`src/rtl/imcc_pkg.sv`:
```
// Shared types, codes and decode logic for the instruction-mix CPI counter.
`default_nettype none

package imcc_pkg;

    localparam int NUM_CAT   = 8;
    localparam int SEL_W     = 3;
    localparam int CAT_W     = 4;
    localparam int COST_W    = 4;
    localparam int AVG_W     = 4;
    localparam int OUT_TOT_W = 32;
    localparam int OPCODE_W  = 6;
    localparam int CFG_IDX_W = 8;
    localparam int DIV_STEPS = 4;

    localparam logic CMD_RECORD = 1'b0;
    localparam logic CMD_QUERY  = 1'b1;

    localparam logic [CAT_W-1:0] CAT_ALU       = 4'd0;
    localparam logic [CAT_W-1:0] CAT_SHIFT     = 4'd1;
    localparam logic [CAT_W-1:0] CAT_SHIFT_ALU = 4'd2;
    localparam logic [CAT_W-1:0] CAT_MEMORY    = 4'd3;
    localparam logic [CAT_W-1:0] CAT_MEM_ALU   = 4'd4;
    localparam logic [CAT_W-1:0] CAT_BRANCH    = 4'd5;
    localparam logic [CAT_W-1:0] CAT_JUMP      = 4'd6;
    localparam logic [CAT_W-1:0] CAT_HALT      = 4'd7;
    localparam logic [CAT_W-1:0] CAT_NONE      = 4'd8;

    localparam logic [COST_W-1:0] COST_RESET [NUM_CAT] = '{
        4'd4, 4'd4, 4'd5, 4'd5, 4'd6, 4'd3, 4'd3, 4'd3
    };

    typedef enum logic [3:0] {
        S_IDLE   = 4'b0001,
        S_ACCUM  = 4'b0010,
        S_DIVIDE = 4'b0100,
        S_DONE   = 4'b1000
    } t_state;

    typedef struct packed {
        logic             record_load;
        logic             query_start;
        logic             accum_en;
        logic             div_en;
        logic             query_load;
        logic [SEL_W-1:0] sel;
    } t_cmd;

    typedef struct packed {
        logic total_zero;
    } t_status;

    function automatic logic [CAT_W-1:0] decode_opcode(input logic [OPCODE_W-1:0] op);
        logic [CAT_W-1:0] cat;
        cat = CAT_NONE;
        case (op)
            6'h00, 6'h01, 6'h02, 6'h03, 6'h08, 6'h0A, 6'h0B: cat = CAT_ALU;
            6'h04, 6'h05, 6'h06, 6'h07,
            6'h0C, 6'h0D, 6'h0E, 6'h0F:                      cat = CAT_SHIFT;
            6'h10, 6'h11:                                    cat = CAT_BRANCH;
            6'h13:                                           cat = CAT_HALT;
            6'h14, 6'h15, 6'h16, 6'h17:                      cat = CAT_JUMP;
            6'h18, 6'h19, 6'h1A, 6'h1B,
            6'h1C, 6'h1D, 6'h1E, 6'h1F:                      cat = CAT_SHIFT_ALU;
            6'h20, 6'h21:                                    cat = CAT_MEMORY;
            6'h30, 6'h31, 6'h32, 6'h33, 6'h34, 6'h35, 6'h36, 6'h37,
            6'h3C, 6'h3E, 6'h3F:                             cat = CAT_MEM_ALU;
            default:                                         cat = CAT_NONE;
        endcase
        return cat;
    endfunction

endpackage

`default_nettype wire

```
`src/rtl/instruction_mix_cpi_counter_core.sv`:
```
// Top level of the instruction-mix CPI counter.
// A record word (tuser low) is answered from the idle state, and records may follow
// back to back, one per clock, as long as the result side keeps taking words. A
// query word (tuser high) walks the eight counters through one shared
// count-by-cost multiplier and accumulator, then runs a restoring divider
// producing one quotient bit per cycle; a query with nothing counted skips both
// and goes straight to the result. Counters saturate and clear only at reset;
// cost registers may be written over the config channel while idle.
`default_nettype none

module instruction_mix_cpi_counter_core #(
    parameter int COUNT_WIDTH = 32
) (
    input  wire logic        i_clk,
    input  wire logic        i_rst_n,
    input  wire logic        i_s_axis_tvalid,
    output logic             o_s_axis_tready,
    input  wire logic [7:0]  i_s_axis_tdata,   // [5:0] opcode, [7:6] zero
    input  wire logic        i_s_axis_tuser,   // [0] command
    output logic             o_m_axis_tvalid,
    input  wire logic        i_m_axis_tready,
    output logic [39:0]      o_m_axis_tdata,   // [3:0] category, [7:4] cycles_avg,
                                               // [39:8] total_count
    input  wire logic        i_cfg_valid,
    output logic             o_cfg_ready,
    input  wire logic [7:0]  i_cfg_index,
    input  wire logic [3:0]  i_cfg_data
);

    imcc_pkg::t_cmd    cmd;
    imcc_pkg::t_status status;
    logic [imcc_pkg::CAT_W-1:0]     out_cat;
    logic [imcc_pkg::AVG_W-1:0]     out_avg;
    logic [imcc_pkg::OUT_TOT_W-1:0] out_total;

    assign o_cfg_ready = 1'b1;

    imcc_ctrl u_ctrl (
        .i_clk     (i_clk),
        .i_rst_n   (i_rst_n),
        .i_s_valid (i_s_axis_tvalid),
        .i_s_cmd   (i_s_axis_tuser),
        .o_s_ready (o_s_axis_tready),
        .o_m_valid (o_m_axis_tvalid),
        .i_m_ready (i_m_axis_tready),
        .i_status  (status),
        .o_cmd     (cmd)
    );

    imcc_dp #(
        .COUNT_WIDTH (COUNT_WIDTH)
    ) u_dp (
        .i_clk         (i_clk),
        .i_rst_n       (i_rst_n),
        .i_cmd         (cmd),
        .o_status      (status),
        .i_opcode      (i_s_axis_tdata[imcc_pkg::OPCODE_W-1:0]),
        .i_cfg_valid   (i_cfg_valid),
        .i_cfg_index   (i_cfg_index),
        .i_cfg_data    (i_cfg_data),
        .o_category    (out_cat),
        .o_cycles_avg  (out_avg),
        .o_total_count (out_total)
    );

    assign o_m_axis_tdata = {out_total, out_avg, out_cat};

endmodule

`default_nettype wire

```
`src/rtl/imcc_ctrl.sv`:
```
// Sequencer for the CPI counter: handshakes, query accumulate and divide steps.
`default_nettype none

module imcc_ctrl (
    input  wire logic            i_clk,
    input  wire logic            i_rst_n,
    input  wire logic            i_s_valid,
    input  wire logic            i_s_cmd,
    output logic                 o_s_ready,
    output logic                 o_m_valid,
    input  wire logic            i_m_ready,
    input  wire imcc_pkg::t_status i_status,
    output imcc_pkg::t_cmd       o_cmd
);

    imcc_pkg::t_state           r_state, n_state;
    logic [imcc_pkg::SEL_W-1:0] r_step, n_step;
    logic                       r_out_valid, n_out_valid;
    logic                       out_free;
    logic                       accept;

    assign out_free  = !r_out_valid || i_m_ready;
    assign o_s_ready = (r_state == imcc_pkg::S_IDLE) && out_free;
    assign accept    = i_s_valid && o_s_ready;
    assign o_m_valid = r_out_valid;

    always_comb begin
        n_state     = r_state;
        n_step      = r_step;
        n_out_valid = r_out_valid && !i_m_ready;
        o_cmd       = '0;
        o_cmd.sel   = r_step;
        case (r_state)
            imcc_pkg::S_IDLE: begin
                if (accept) begin
                    if (i_s_cmd == imcc_pkg::CMD_QUERY) begin
                        o_cmd.query_start = 1'b1;
                        n_step            = '0;
                        // nothing counted: skip straight to the result
                        n_state = i_status.total_zero ? imcc_pkg::S_DONE : imcc_pkg::S_ACCUM;
                    end else begin
                        o_cmd.record_load = 1'b1;
                        n_out_valid       = 1'b1;
                    end
                end
            end
            imcc_pkg::S_ACCUM: begin
                o_cmd.accum_en = 1'b1;
                n_step         = r_step + 1'b1;
                if (r_step == imcc_pkg::SEL_W'(imcc_pkg::NUM_CAT - 1)) begin
                    n_step  = '0;
                    n_state = imcc_pkg::S_DIVIDE;
                end
            end
            imcc_pkg::S_DIVIDE: begin
                o_cmd.div_en = 1'b1;
                n_step       = r_step + 1'b1;
                if (r_step == imcc_pkg::SEL_W'(imcc_pkg::DIV_STEPS - 1)) begin
                    n_step  = '0;
                    n_state = imcc_pkg::S_DONE;
                end
            end
            imcc_pkg::S_DONE: begin
                if (out_free) begin
                    o_cmd.query_load = 1'b1;
                    n_out_valid      = 1'b1;
                    n_state          = imcc_pkg::S_IDLE;
                end
            end
            default: begin
                n_state = imcc_pkg::S_IDLE;
                n_step  = '0;
            end
        endcase
    end

    always_ff @(posedge i_clk) begin
        if (!i_rst_n) begin
            r_state     <= imcc_pkg::S_IDLE;
            r_step      <= '0;
            r_out_valid <= 1'b0;
        end else begin
            r_state     <= n_state;
            r_step      <= n_step;
            r_out_valid <= n_out_valid;
        end
    end

endmodule

`default_nettype wire

```
`src/rtl/imcc_dp.sv`:
```
// Datapath for the CPI counter: counters, cost registers, weighted sum, divider.
`default_nettype none

module imcc_dp #(
    parameter int COUNT_WIDTH = 32
) (
    input  wire logic                              i_clk,
    input  wire logic                              i_rst_n,
    input  wire imcc_pkg::t_cmd                    i_cmd,
    output imcc_pkg::t_status                      o_status,
    input  wire logic [imcc_pkg::OPCODE_W-1:0]     i_opcode,
    input  wire logic                              i_cfg_valid,
    input  wire logic [imcc_pkg::CFG_IDX_W-1:0]    i_cfg_index,
    input  wire logic [imcc_pkg::COST_W-1:0]       i_cfg_data,
    output logic [imcc_pkg::CAT_W-1:0]             o_category,
    output logic [imcc_pkg::AVG_W-1:0]             o_cycles_avg,
    output logic [imcc_pkg::OUT_TOT_W-1:0]         o_total_count
);

    localparam int TW = COUNT_WIDTH + 3;          // exact sum of eight counters
    localparam int PW = COUNT_WIDTH + imcc_pkg::COST_W;
    localparam int WW = TW + imcc_pkg::AVG_W;     // weighted sum, below 16x total

    logic [COUNT_WIDTH-1:0]        r_count [imcc_pkg::NUM_CAT];
    logic [imcc_pkg::COST_W-1:0]   r_cost  [imcc_pkg::NUM_CAT];
    logic [TW-1:0]                 r_total;
    logic [WW-1:0]                 r_acc;
    logic [imcc_pkg::AVG_W-1:0]    r_quot;
    logic [imcc_pkg::CAT_W-1:0]    r_out_cat;
    logic [imcc_pkg::AVG_W-1:0]    r_out_avg;
    logic [imcc_pkg::OUT_TOT_W-1:0] r_out_total;

    logic [imcc_pkg::CAT_W-1:0]    rec_cat;
    logic [imcc_pkg::NUM_CAT-1:0]  inc;
    logic [TW-1:0]                 n_total;
    logic [PW-1:0]                 prod;
    logic [WW-1:0]                 div_shifted;
    logic                          div_ge;
    logic [1:0]                    div_bit;

    function automatic logic [imcc_pkg::OUT_TOT_W-1:0] sat_total(input logic [TW-1:0] t);
        if ((t >> imcc_pkg::OUT_TOT_W) != '0)
            return '1;
        return imcc_pkg::OUT_TOT_W'(t);
    endfunction

    assign rec_cat = imcc_pkg::decode_opcode(i_opcode);

    always_comb begin
        for (int k = 0; k < imcc_pkg::NUM_CAT; k++) begin
            inc[k] = (rec_cat == imcc_pkg::CAT_W'(k)) && (r_count[k] != '1);
        end
    end

    assign n_total = r_total + TW'(|inc);
    assign o_status.total_zero = (r_total == '0);

    assign prod = PW'(r_count[i_cmd.sel]) * PW'(r_cost[i_cmd.sel]);

    // restoring divide, quotient MSB first
    assign div_bit     = ~i_cmd.sel[1:0];
    assign div_shifted = WW'(r_total) << div_bit;
    assign div_ge      = (r_acc >= div_shifted);

    always_ff @(posedge i_clk) begin
        if (!i_rst_n) begin
            for (int k = 0; k < imcc_pkg::NUM_CAT; k++) begin
                r_count[k] <= '0;
                r_cost[k]  <= imcc_pkg::COST_RESET[k];
            end
            r_total <= '0;
        end else begin
            if (i_cfg_valid && (i_cfg_index < imcc_pkg::CFG_IDX_W'(imcc_pkg::NUM_CAT))) begin
                r_cost[i_cfg_index[imcc_pkg::SEL_W-1:0]] <= i_cfg_data;
            end
            if (i_cmd.record_load) begin
                for (int k = 0; k < imcc_pkg::NUM_CAT; k++) begin
                    if (inc[k]) begin
                        r_count[k] <= r_count[k] + 1'b1;
                    end
                end
                r_total <= n_total;
            end
        end
    end

    always_ff @(posedge i_clk) begin
        if (i_cmd.query_start) begin
            r_acc <= '0;
        end else if (i_cmd.accum_en) begin
            r_acc <= r_acc + WW'(prod);
        end else if (i_cmd.div_en && div_ge) begin
            r_acc <= r_acc - div_shifted;
        end
        if (i_cmd.div_en) begin
            r_quot <= {r_quot[imcc_pkg::AVG_W-2:0], div_ge};
        end
        if (i_cmd.record_load) begin
            r_out_cat   <= rec_cat;
            r_out_avg   <= '0;
            r_out_total <= sat_total(n_total);
        end else if (i_cmd.query_load) begin
            r_out_cat   <= imcc_pkg::CAT_NONE;
            r_out_avg   <= o_status.total_zero ? '0 : r_quot;
            r_out_total <= sat_total(r_total);
        end
    end

    assign o_category    = r_out_cat;
    assign o_cycles_avg  = r_out_avg;
    assign o_total_count = r_out_total;

endmodule

`default_nettype wire

```
`config.mk`:
```
export PLATFORM = sky130hd
export DESIGN_NAME = instruction_mix_cpi_counter_core
export DESIGN_NICKNAME = d
export VERILOG_FILES = /design/src/rtl/imcc_pkg.sv /design/src/rtl/instruction_mix_cpi_counter_core.sv /design/src/rtl/imcc_ctrl.sv /design/src/rtl/imcc_dp.sv
export SDC_FILE = /design/constraint.sdc
export NUM_CORES = 1
export LEC_CHECK = 0
export ABC_AREA = 1
export ABC_CLOCK_PERIOD_IN_PS = 4460
export BUFFER_PORTS_ARGS = -buffer_cell sky130_fd_sc_hd__buf_2
export CAP_MARGIN = 10
export CORE_ASPECT_RATIO = 0.5
export CORE_MARGIN = 3
export CORE_UTILIZATION = 50
export DETAILED_ROUTE_END_ITERATION = 10
export GPL_TIMING_DRIVEN = 0
export PLACE_DENSITY = 0.71
export SYNTH_ARGS = -nofsm -noshare
export SYNTH_HDL_FRONTEND = slang
export SYNTH_SLANG_ARGS = --single-unit
```
`constraint.sdc`:
```
create_clock -name i_clk -period 4.46 [get_ports i_clk]
set_input_delay 0.892 -clock i_clk [delete_from_list [all_inputs] [get_ports i_clk]]
set_output_delay 0.892 -clock i_clk [all_outputs]
set_load 0.005 [all_outputs]
```
Yosys cells after proc, flatten, opt, wreduce, memory -nomap -nowiden --
Memory sizes are Yosys's and may differ from the RTL's. A register that Yosys moved wholly into a read port is not among the register bits. Cells that the tools add are included.
Storage, ports and cells: RAM bits 288, memories 3, bits in registers 126, logic and storage cells 181, memory bits (read-only) 256
Memory list:
- (no name shown) | words 64, width 4, read ports 1, clocked after Yosys merged registers in 0, write ports 0, line imcc_pkg.sv:56 | case (op)
- u_dp.r_count | words 8, width 32, read ports 9, clocked after Yosys merged registers in 1, write ports 8, line imcc_dp.sv:24 | logic [COUNT_WIDTH-1:0] r_count [imcc_pkg::NUM_CAT];
- u_dp.r_cost | words 8, width 4, read ports 1, clocked after Yosys merged registers in 1, write ports 8, line imcc_dp.sv:25 | logic [imcc_pkg::COST_W-1:0] r_cost [imcc_pkg::NUM_CAT];
Operators by class: magnitude comparators 2, multiply operators 1, equality and inequality tests 26, add/subtract/negate cells 12, reduce and logical (&&, ||, !) cells 26, shift-type cells 1, multiplexer cells 91, bitwise gates (word level) 10
Operators by type and width (number):
- $mux W32 | 14
- $add A32 B1 Y32 const B | 8
- $ne A32 B32 Y1 const B | 8
- $mux W39 | 2
- $reduce_bool A35 Y1 | 2
- $mux W1 | 51
- $mux W4 | 10
- $add A39 B36 Y39 | 1
- $ge A39 B39 Y1 | 1
- $shl A35 B2 Y39 | 1
- $sub A39 B39 Y39 | 1
- $mul A32 B4 Y36 | 1
- $add A35 B1 Y35 | 1
- $logic_not A35 Y1 | 1
- $mux W3 | 9
- $eq A4 B3 Y1 const B | 5
- $pmux W4 S4 | 1
- $logic_and A1 B1 Y1 | 13
- $eq A4 B2 Y1 const B | 3
- $pmux W3 S4 | 1
- $eq A4 B1 Y1 const B | 2
- $lt A8 B4 Y1 const B | 1
- $ne A2 B1 Y1 const B | 4
- $or A1 B1 Y1 | 8
- other kinds (17) | 20

Longest topological paths before layout --
Gate-level depths: netlist (run 1).
depth after elaboration 10, gate-level depth with buffers 31, depth with buffers taken out 29

Hierarchy --
A second synthesis (run 1) with hierarchy kept.
Unflattened totals: cells, all modules 4926, area, all modules 34376.7 µm²
By module, submodules not included:
- imcc_dp | cells an instance 4838, times used 1, seq. area each 11410.9 µm², area each 33781.1 µm²
- imcc_ctrl | cells an instance 86, times used 1, seq. area each 160.2 µm², area each 584.3 µm²
- instruction_mix_cpi_counter_core | cells an instance 2, times used 1, seq. area each 0.0 µm², area each 11.3 µm²

Worst setup path after synthesis (run 1) --
Ideal clock, no wire load.
path type reg2reg, from register (tool-made name), to register u_dp.r_acc[34], stages on the path, launching flop included 28, arrival 4.448 ns, setup time 0.116 ns, slack -0.104 ns, path through dfxtp_1 > inv_1 > buf_2 > buf_2 > clkbuf_1 > o21ai_0 > o211ai_1 > nand2_1 > nor2_1 > fa_1 > fa_1 > inv_1 > fa_1 > inv_1 > ha_1 > nand2_1 > nor2_1 > nand3_1 > nand3_1 > nand2_1 > nand2_1 > nand2_1 > nand2_1 > nand2_1 > nand3_1 > nand2_1 > nor2_1 > nor2_1
RTL lines:
- to (signal assigned) | line imcc_dp.sv:91 | r_acc <= r_acc + WW'(prod);
- to (signal assigned) | line imcc_dp.sv:93 | r_acc <= r_acc - div_shifted;
- to (decl) | line imcc_dp.sv:27 | logic [WW-1:0] r_acc;

==> results of run 1 <==
sequential cells by signal (all words and copies together) (netlist names), named ones only:
| register | cells |
|---|---|
| u_ctrl.o_m_valid | 1 |
| u_ctrl.r_state | 4 |
| u_ctrl.r_step | 3 |
| u_dp.o_category | 4 |
| u_dp.o_cycles_avg | 4 |
| u_dp.o_total_count | 32 |
| u_dp.r_acc | 39 |
| u_dp.r_cost | 32 |
| u_dp.r_count | 256 |
| u_dp.r_quot | 4 |
| u_dp.r_total | 35 |
critical path, cell delays in order, from the launching register on:
cell and delay (ps):
sky130_fd_sc_hd__dfxtp_4 440, sky130_fd_sc_hd__clkinvlp_4 190, sky130_fd_sc_hd__clkbuf_16 200, sky130_fd_sc_hd__clkbuf_16 160, sky130_fd_sc_hd__a21oi_2 100, sky130_fd_sc_hd__o21ai_1 80
sky130_fd_sc_hd__o211ai_1 160, sky130_fd_sc_hd__nand2_2 250, sky130_fd_sc_hd__nor2_4 160, sky130_fd_sc_hd__fa_1 480, sky130_fd_sc_hd__fa_1 560, sky130_fd_sc_hd__inv_1 50
sky130_fd_sc_hd__fa_1 490, sky130_fd_sc_hd__inv_1 70, sky130_fd_sc_hd__ha_4 270, sky130_fd_sc_hd__nand2_1 90, sky130_fd_sc_hd__nand2_1 90, sky130_fd_sc_hd__a21oi_2 220
sky130_fd_sc_hd__nand3_2 150, sky130_fd_sc_hd__nand2_2 110, sky130_fd_sc_hd__nand2_4 80, sky130_fd_sc_hd__nand2_2 100, sky130_fd_sc_hd__nand3_1 90, sky130_fd_sc_hd__nand3_2 100
sky130_fd_sc_hd__nand2_1 60, sky130_fd_sc_hd__nor2_1 80, sky130_fd_sc_hd__nor2_1 50
cell type report:
type                            instances  share of cell area
Clock inverter                         19             0.00386
Sequential cell                       417               0.290
Tap cell                              897              0.0279
Inverter                              774              0.0726
Buffer                                147              0.0305
Clock buffer                           55              0.0288
Multi-Input combinational cell       3518               0.521
Timing Repair Buffer                  135              0.0254
layer usage:
metal,vias up,track usage
met2,1669,0.481
met5,-,0
met4,0,0.117
met3,262,0.0578
met1,15966,0.451
li1,16070,-
through the flow:
stage / setup WS, ps / instances / hold WS, ps / TNS [ps]
floorplan: -40.8 / 4856 / 427 / -3910
CTS: -347 / 5935 / 460 / -10300
detailed placement: -1680 / 5826 / 444 / -67100
finish: -557 / 5962 / 463 / -13320
global placement: -1930 / 5818 / 435 / -439400
global route: -724 / 5962 / 473 / -21130
cells in the mapped netlist, types with 7 or more instances:
cell and count:
sky130_fd_sc_hd__nor3b_1 27, sky130_fd_sc_hd__nor4_1 43, sky130_fd_sc_hd__nand2_2 22, sky130_fd_sc_hd__nand4_1 73, sky130_fd_sc_hd__inv_1 759, sky130_fd_sc_hd__nand3_1 221
sky130_fd_sc_hd__a21oi_1 295, sky130_fd_sc_hd__nor3_1 119, sky130_fd_sc_hd__o22ai_1 18, sky130_fd_sc_hd__clkbuf_1 86, sky130_fd_sc_hd__xor2_1 114, sky130_fd_sc_hd__nand3b_1 15
sky130_fd_sc_hd__nand2_4 7, sky130_fd_sc_hd__nor2_2 38, sky130_fd_sc_hd__nor3b_2 10, sky130_fd_sc_hd__a31oi_1 10, sky130_fd_sc_hd__o21bai_1 9, sky130_fd_sc_hd__buf_1 14
sky130_fd_sc_hd__nand2_1 1093, sky130_fd_sc_hd__dfxtp_1 89, sky130_fd_sc_hd__nand3_2 15, sky130_fd_sc_hd__nor3_2 18, sky130_fd_sc_hd__fa_1 94, sky130_fd_sc_hd__ha_1 98
sky130_fd_sc_hd__and3_1 7, sky130_fd_sc_hd__o211ai_1 10, sky130_fd_sc_hd__or2_2 18, sky130_fd_sc_hd__edfxtp_1 328, sky130_fd_sc_hd__xnor2_1 19, sky130_fd_sc_hd__o21a_1 7
sky130_fd_sc_hd__o21ai_0 352, sky130_fd_sc_hd__nor2_1 696, sky130_fd_sc_hd__nand4_2 10, sky130_fd_sc_hd__inv_2 13, sky130_fd_sc_hd__buf_2 29, sky130_fd_sc_hd__buf_6 13
sky130_fd_sc_hd__nor2_4 15
cell families after synthesis:
| group | share of synthesized area |
|---|---|
| mux | 0.000875 |
| xor+xnor | 0.0344 |
| compound gates | 0.109 |
| other cells | 0.000109 |
| buf+inv | 0.105 |
| simple gates | 0.321 |
| flops | 0.339 |
| fa+ha+maj | 0.0905 |
timing repair:
item / in CTS / in global routing
pin swaps: 84 / 66
setup endpoints to repair: 67 / 70
buffers inserted: 32 / 25
gates cloned: 3 / 2
gates resized for setup: 562 / 137
endpoints found under the hold margin: 0 / 0
hold buffers: 0 / 0
path summary, 6_finish.rpt:
path	start	end	slack, ps	depth (start not counted)
worst max-delay path	flop	u_dp.r_acc[35]	-560	26
worst min-delay path	u_dp.r_quot[2]	u_dp.r_quot[3]	460	0
worst max register to register	flop	u_dp.r_acc[35]	-560	26
worst min register to register	u_dp.r_quot[2]	u_dp.r_quot[3]	460	0
==> Implementation_results.wiki, run 1 <==
{| class="wikitable"
! Metric !! Value
|-
| DRT Wirelength || 118 mm
|-
| Post-Synthesis Cells || 4856
|-
| Global-route wire length before repair || 177 mm
|-
| Number of clock sinks || 417
|-
| Clock Path Buffers || 3
|-
| Transition time at the pin with the least slew margin || 1060 ps
|-
| Number of fillers in the final layout || 6083
|-
| Total number of vias || 33967
|-
| Number of storage elements in the synthesis netlist || 417
|-
| Met3 routed WL || 11.5 mm
|-
| Vert. Die Dim || 191 um
|-
| Setup violation total in the final timing report || 34
|-
| Width of the die || 377 um
|-
| Status || complete, but fails checks
|-
| Setup repair after global routing missed its margin || true
|-
| # Max-Cap Violations || 0
|-
| Largest fanout on the critical path || 10
|-
| Uppermost routed layer || met4
|-
| Starting density of the core || 0.509
|-
| Class of the most critical setup path || flop to flop
|-
| Final period utilization || 1.12
|-
| Min Clock Period, post-route || 5020 ps
|-
| Reg area || 0.0116 mm2
|-
| Area occupied by multi-input gates || 0.0210 mm2
|-
| Final Slew Violations || 0
|-
| Combined global-route utilization of all metal layers || 0.317
|-
| Data arrival time of the critical path || 5510 ps
|-
| Detailed-routing wirelength on met1 || 51.1 mm
|-
| Average via count per standard cell || 5.70
|-
| Violations in the final reports || negative setup slack
|-
| Worst path setup slack after routing || -557 ps
|-
| Antenna Nets Post-Route || 0
|-
| Clock tree root driver cell || sky130_fd_sc_hd__clkbuf_16
|-
| Data required time at the worst endpoint || 4950 ps
|-
| Final hold violation count || 0
|-
| HPWL after DPL || 91.1 mm
|-
| # diodes || 0
|-
| Growth of design area from synthesis to finish || 17.1%
|-
| Insertion delay to the later sink of the worst-skew pair || 620 ps
|-
| Clock skew || 24.1 ps
|-
| Area share of the leading cell type in the synthesized netlist || 0.287
|-
| Most used cells in the layout excluding fill and tap cells || sky130_fd_sc_hd__nand2_1, sky130_fd_sc_hd__inv_1, sky130_fd_sc_hd__nor2_1, sky130_fd_sc_hd__edfxtp_1
|-
| Top-Level Pins || 69
|-
| Initial antenna violation count || 1
|-
| Largest net degree at the start of global routing || 37
|-
| Type of the worst min-delay path || flop to flop
|-
| Type of element launching the critical path || flop
|-
| Async SR Flop Fraction || 0
|-
| H-Tree Level Count || 2
|-
| Fmax || 199 MHz
|-
| Fraction of final layout cells sized beyond drive strength 1 || 0.168
|-
| Most common library cell in the layout ignoring fill and taps || sky130_fd_sc_hd__nand2_1
|-
| Largest cells by area after synthesis || sky130_fd_sc_hd__edfxtp_1, sky130_fd_sc_hd__nand2_1, sky130_fd_sc_hd__inv_1
|-
| Initial DRT Pass Iterations || 6
|-
| Number of standard-cell rows in the floorplan || 67
|-
| Yosys synthesis warning count || 0
|-
| Clock edge transition at the registers on the reported setup and hold paths || 70 ps
|-
| Final-stage net count || 5252
|-
| Predominant post-synthesis flop cell || sky130_fd_sc_hd__edfxtp_1
|-
| Port-buffer cells || 65
|-
| Sort of element at the end of the critical path || flop
|-
| Residual overflow from global routing || 0
|-
| Core footprint || 0.0675 mm2
|-
| EDFF count, synth || 328
|-
| Unique cell type count in the Yosys netlist || 58
|-
| Wire length on met2 || 50.3 mm
|-
| Slew HR || 0.293
|-
| Mapped Nets || 5074
|-
| Vias in the first global route || 31164
|-
| Total cell area at the placement stage || 0.0361 mm2
|-
| Area of the mapped netlist || 0.0343 mm2
|-
| Sequential area share after synthesis || 0.339
|-
| Placer's final routability congestion estimate || 0.982
|-
| Utilization after layout || 0.596
|-
| DRC errors left || 0
|-
| Die area || 0.0720 mm2
|-
| Routed len/inst || 19.7 um
|-
| Design area || 0.0402 mm2
|-
| Syn_area_per_cell || 7.07 um2
|-
| Number of clock buffers inserted by TritonCTS || 41
|-
| Clock tree from TritonCTS || done
|-
| Drt first-iter violations || 4050
|-
| Cell taking the most area after synthesis || sky130_fd_sc_hd__edfxtp_1
|}
Power of run 1 is not shown: default switching activity piles up to over one toggle a cycle in this logic, so the estimate is an artifact.
==> run 2, diff against run 1 <==
- ABC_CLOCK_PERIOD_IN_PS: 4460 -> 5050
- MAX_ROUTING_LAYER: unset -> met4
- PLACE_DENSITY: 0.71 -> 0.69
- clock period: 4.46 -> 5.05 ns (I/O delays scaled with it)
==> run 2 against run 1 <==
Against the previous run:
- the run now ends clean
- die area is the same
- register-to-register slack gained 610 ps
- via count shrank 1.2%
- design area shrank 2.3%
- critical path depth shrank 1
- worst hold slack gained 2.6 ps
- sequential cell count is the same
- routed wire length shrank 3.2%
- utilization shrank 1.3 points
- worst setup slack gained 610 ps
- critical endpoint is now u_dp.r_acc[27]
- first-iteration DRC count grew 2.8%
- largest cell class unchanged
- non-clock buffer count shrank 45
==> Implementation_results.wiki, run 2 (synthesis gave the netlist of run 1 again) <==
{| class="wikitable"
! Metric !! Value
|-
| Status || completed
|-
| Initial DRT Pass Iterations || 6
|-
| Final Slew Violations || 0
|-
| # diodes || 0
|-
| Most used cells in the layout excluding fill and tap cells || sky130_fd_sc_hd__nand2_1, sky130_fd_sc_hd__inv_1, sky130_fd_sc_hd__nor2_1, sky130_fd_sc_hd__edfxtp_1, sky130_fd_sc_hd__o21ai_0
|-
| Number of fillers in the final layout || 6364
|-
| Vias in the first global route || 30337
|-
| Terminus of the critical flop-to-flop path || u_dp.r_acc[27]
|-
| Hold wc startpoint || u_dp.r_quot[1]
|-
| Slew HR || 0.252
|-
| Type of the worst min-delay path || flop to flop
|-
| Clock tree root driver cell || sky130_fd_sc_hd__clkbuf_16
|-
| Most Frequent Cell on Critical Path || sky130_fd_sc_hd__nand2_1
|-
| Utilization after layout || 0.582
|-
| Worst Setup Slack post-DPL || -1170 ps
|-
| Transition time at the pin with the least slew margin || 1120 ps
|-
| HPWL after DPL || 89.5 mm
|-
| Clock skew || 40.6 ps
|-
| Starting density of the core || 0.509
|-
| Global-route wire length before repair || 171 mm
|-
| DRC errors left || 0
|-
| Count of cells along the worst hold path || 0
|-
| Sort of element at the end of the critical path || flop
|-
| Residual overflow from global routing || 0
|-
| Clock edge transition at the registers on the reported setup and hold paths || 70 ps
|-
| Total number of vias || 33543
|-
| Placer's final routability congestion estimate || 1.03
|-
| Fmax || 200 MHz
|-
| Kind of cell adding the most delay to the critical path || adder cells
|-
| Worst Hold End || u_dp.r_quot[2]
|-
| Antenna Nets Post-Route || 0
|-
| Data arrival time of the critical path || 5520 ps
|-
| Final period utilization || 0.989
|-
| Top-Level Pins || 69
|-
| Growth of design area from synthesis to finish || 14.4%
|-
| Setup total negative slack || 0 ps
|-
| Clock tree from TritonCTS || done
|-
| H-Tree Level Count || 2
|-
| Routed len/inst || 19.2 um
|-
| Port-buffer cells || 65
|-
| Setup violation total in the final timing report || 0
|-
| Most common library cell in the layout ignoring fill and taps || sky130_fd_sc_hd__nand2_1
|-
| Number of clock sinks || 417
|-
| Worst-case register-to-register setup slack || 50 ps
|-
| Setup repair after global routing missed its margin || true
|-
| Final hold violation count || 0
|-
| Worst path setup slack after routing || 53.2 ps
|-
| Final-stage net count || 5208
|-
| Class of the most critical setup path || flop to flop
|-
| Largest regs || u_dp.r_count (256), u_dp.r_acc (39), u_dp.r_total (35)
|-
| DRT Wirelength || 114 mm
|-
| Depth of the worst register-to-register path || 25
|-
| Largest fanout on the critical path || 11
|-
| Min Clock Period, post-route || 5000 ps
|-
| Clock Path Buffers || 3
|-
| Type of element launching the critical path || flop
|-
| Worst Path Buf+Inv || 5
|-
| Max incr delay on CP || 530 ps
|-
| Average via count per standard cell || 5.67
|-
| Core footprint || 0.0675 mm2
|-
| Number of clock buffers inserted by TritonCTS || 42
|-
| Combined global-route utilization of all metal layers || 0.314
|-
| Data required time at the worst endpoint || 5580 ps
|-
| Most flops, register || u_dp.r_count
|-
| Insertion delay to the later sink of the worst-skew pair || 620 ps
|-
| Initial antenna violation count || 1
|-
| Largest net degree at the start of global routing || 37
|-
| Number of standard-cell rows in the floorplan || 67
|-
| # Max-Cap Violations || 0
|-
| Die area || 0.0720 mm2
|-
| Largest register FFs || 256
|-
| Vert. Die Dim || 191 um
|-
| Cts hold-fix bufs || 0
|-
| Fraction of final layout cells sized beyond drive strength 1 || 0.142
|-
| Drt first-iter violations || 4165
|-
| Smallest hold slack || 466 ps
|-
| Worst path slowest cell || sky130_fd_sc_hd__fa_1
|-
| Width of the die || 377 um
|}
run 2: cell types whose count changed in the layout (fill, tap and decap cells not counted), sizes merged:
cell and delta:
clkinvlp -4, clkinv -1, inv +2, buf -33, bufinv +3, clkbuf -14
run 2: repair_timing:
item / 4_1_cts / 5_1_grt
cloned: 0 / 2
setup buffers: 2 / 14
setup endpoints to repair: 36 / 55
pin swaps: 10 / 59
gates resized for setup: 230 / 361
run 2: worst max-delay path by stage:
stage                         start                  end  slack [ps]  depth (start not counted)
finish                         flop       u_dp.r_acc[27]          50                         25
global route                   flop       u_dp.r_acc[26]        -120                         28
CTS                            flop       u_dp.r_acc[29]           8                         27
detailed placement             flop       u_dp.r_acc[35]       -1170                         24
global placement    i_m_axis_tready  u_dp.r_count[1][29]       -1510                          9
floorplan           i_m_axis_tready   u_dp.r_count[4][0]         430                          8
run 2: layer usage:
| metal | wire (um) | global-route usage | up-vias |
|---|---|---|---|
| met5 | 0 | - | - |
| met4 | 4510 | 0.108 | 0 |
| met3 | 9640 | 0.0423 | 271 |
| met2 | 48700 | 0.467 | 1521 |
| met1 | 51000 | 0.441 | 15761 |
| li1 | - | - | 15990 |
run 2: layout make-up:
class	instances	area [um2]	area share
plain buffers	147	1070	0.0273
clock buffers	53	1110	0.0283
clock inverters	19	229	0.00583
inverters	774	2910	0.0741
multi-input cells	3518	20500	0.523
flip-flops and latches	417	11600	0.296
well taps	897	1120	0.0286
repair buffers	90	677	0.0172
run 2: metrics by stage:
stage,cell area [um2],cells
3_5_place_dp,36000,5825
4_1_cts,38000,5899
3_3_place_gp,35800,5818
2_1_floorplan,34300,4856
5_1_grt,39300,5915
6_report,39300,5915
Power of run 2 is left out for the same reason.
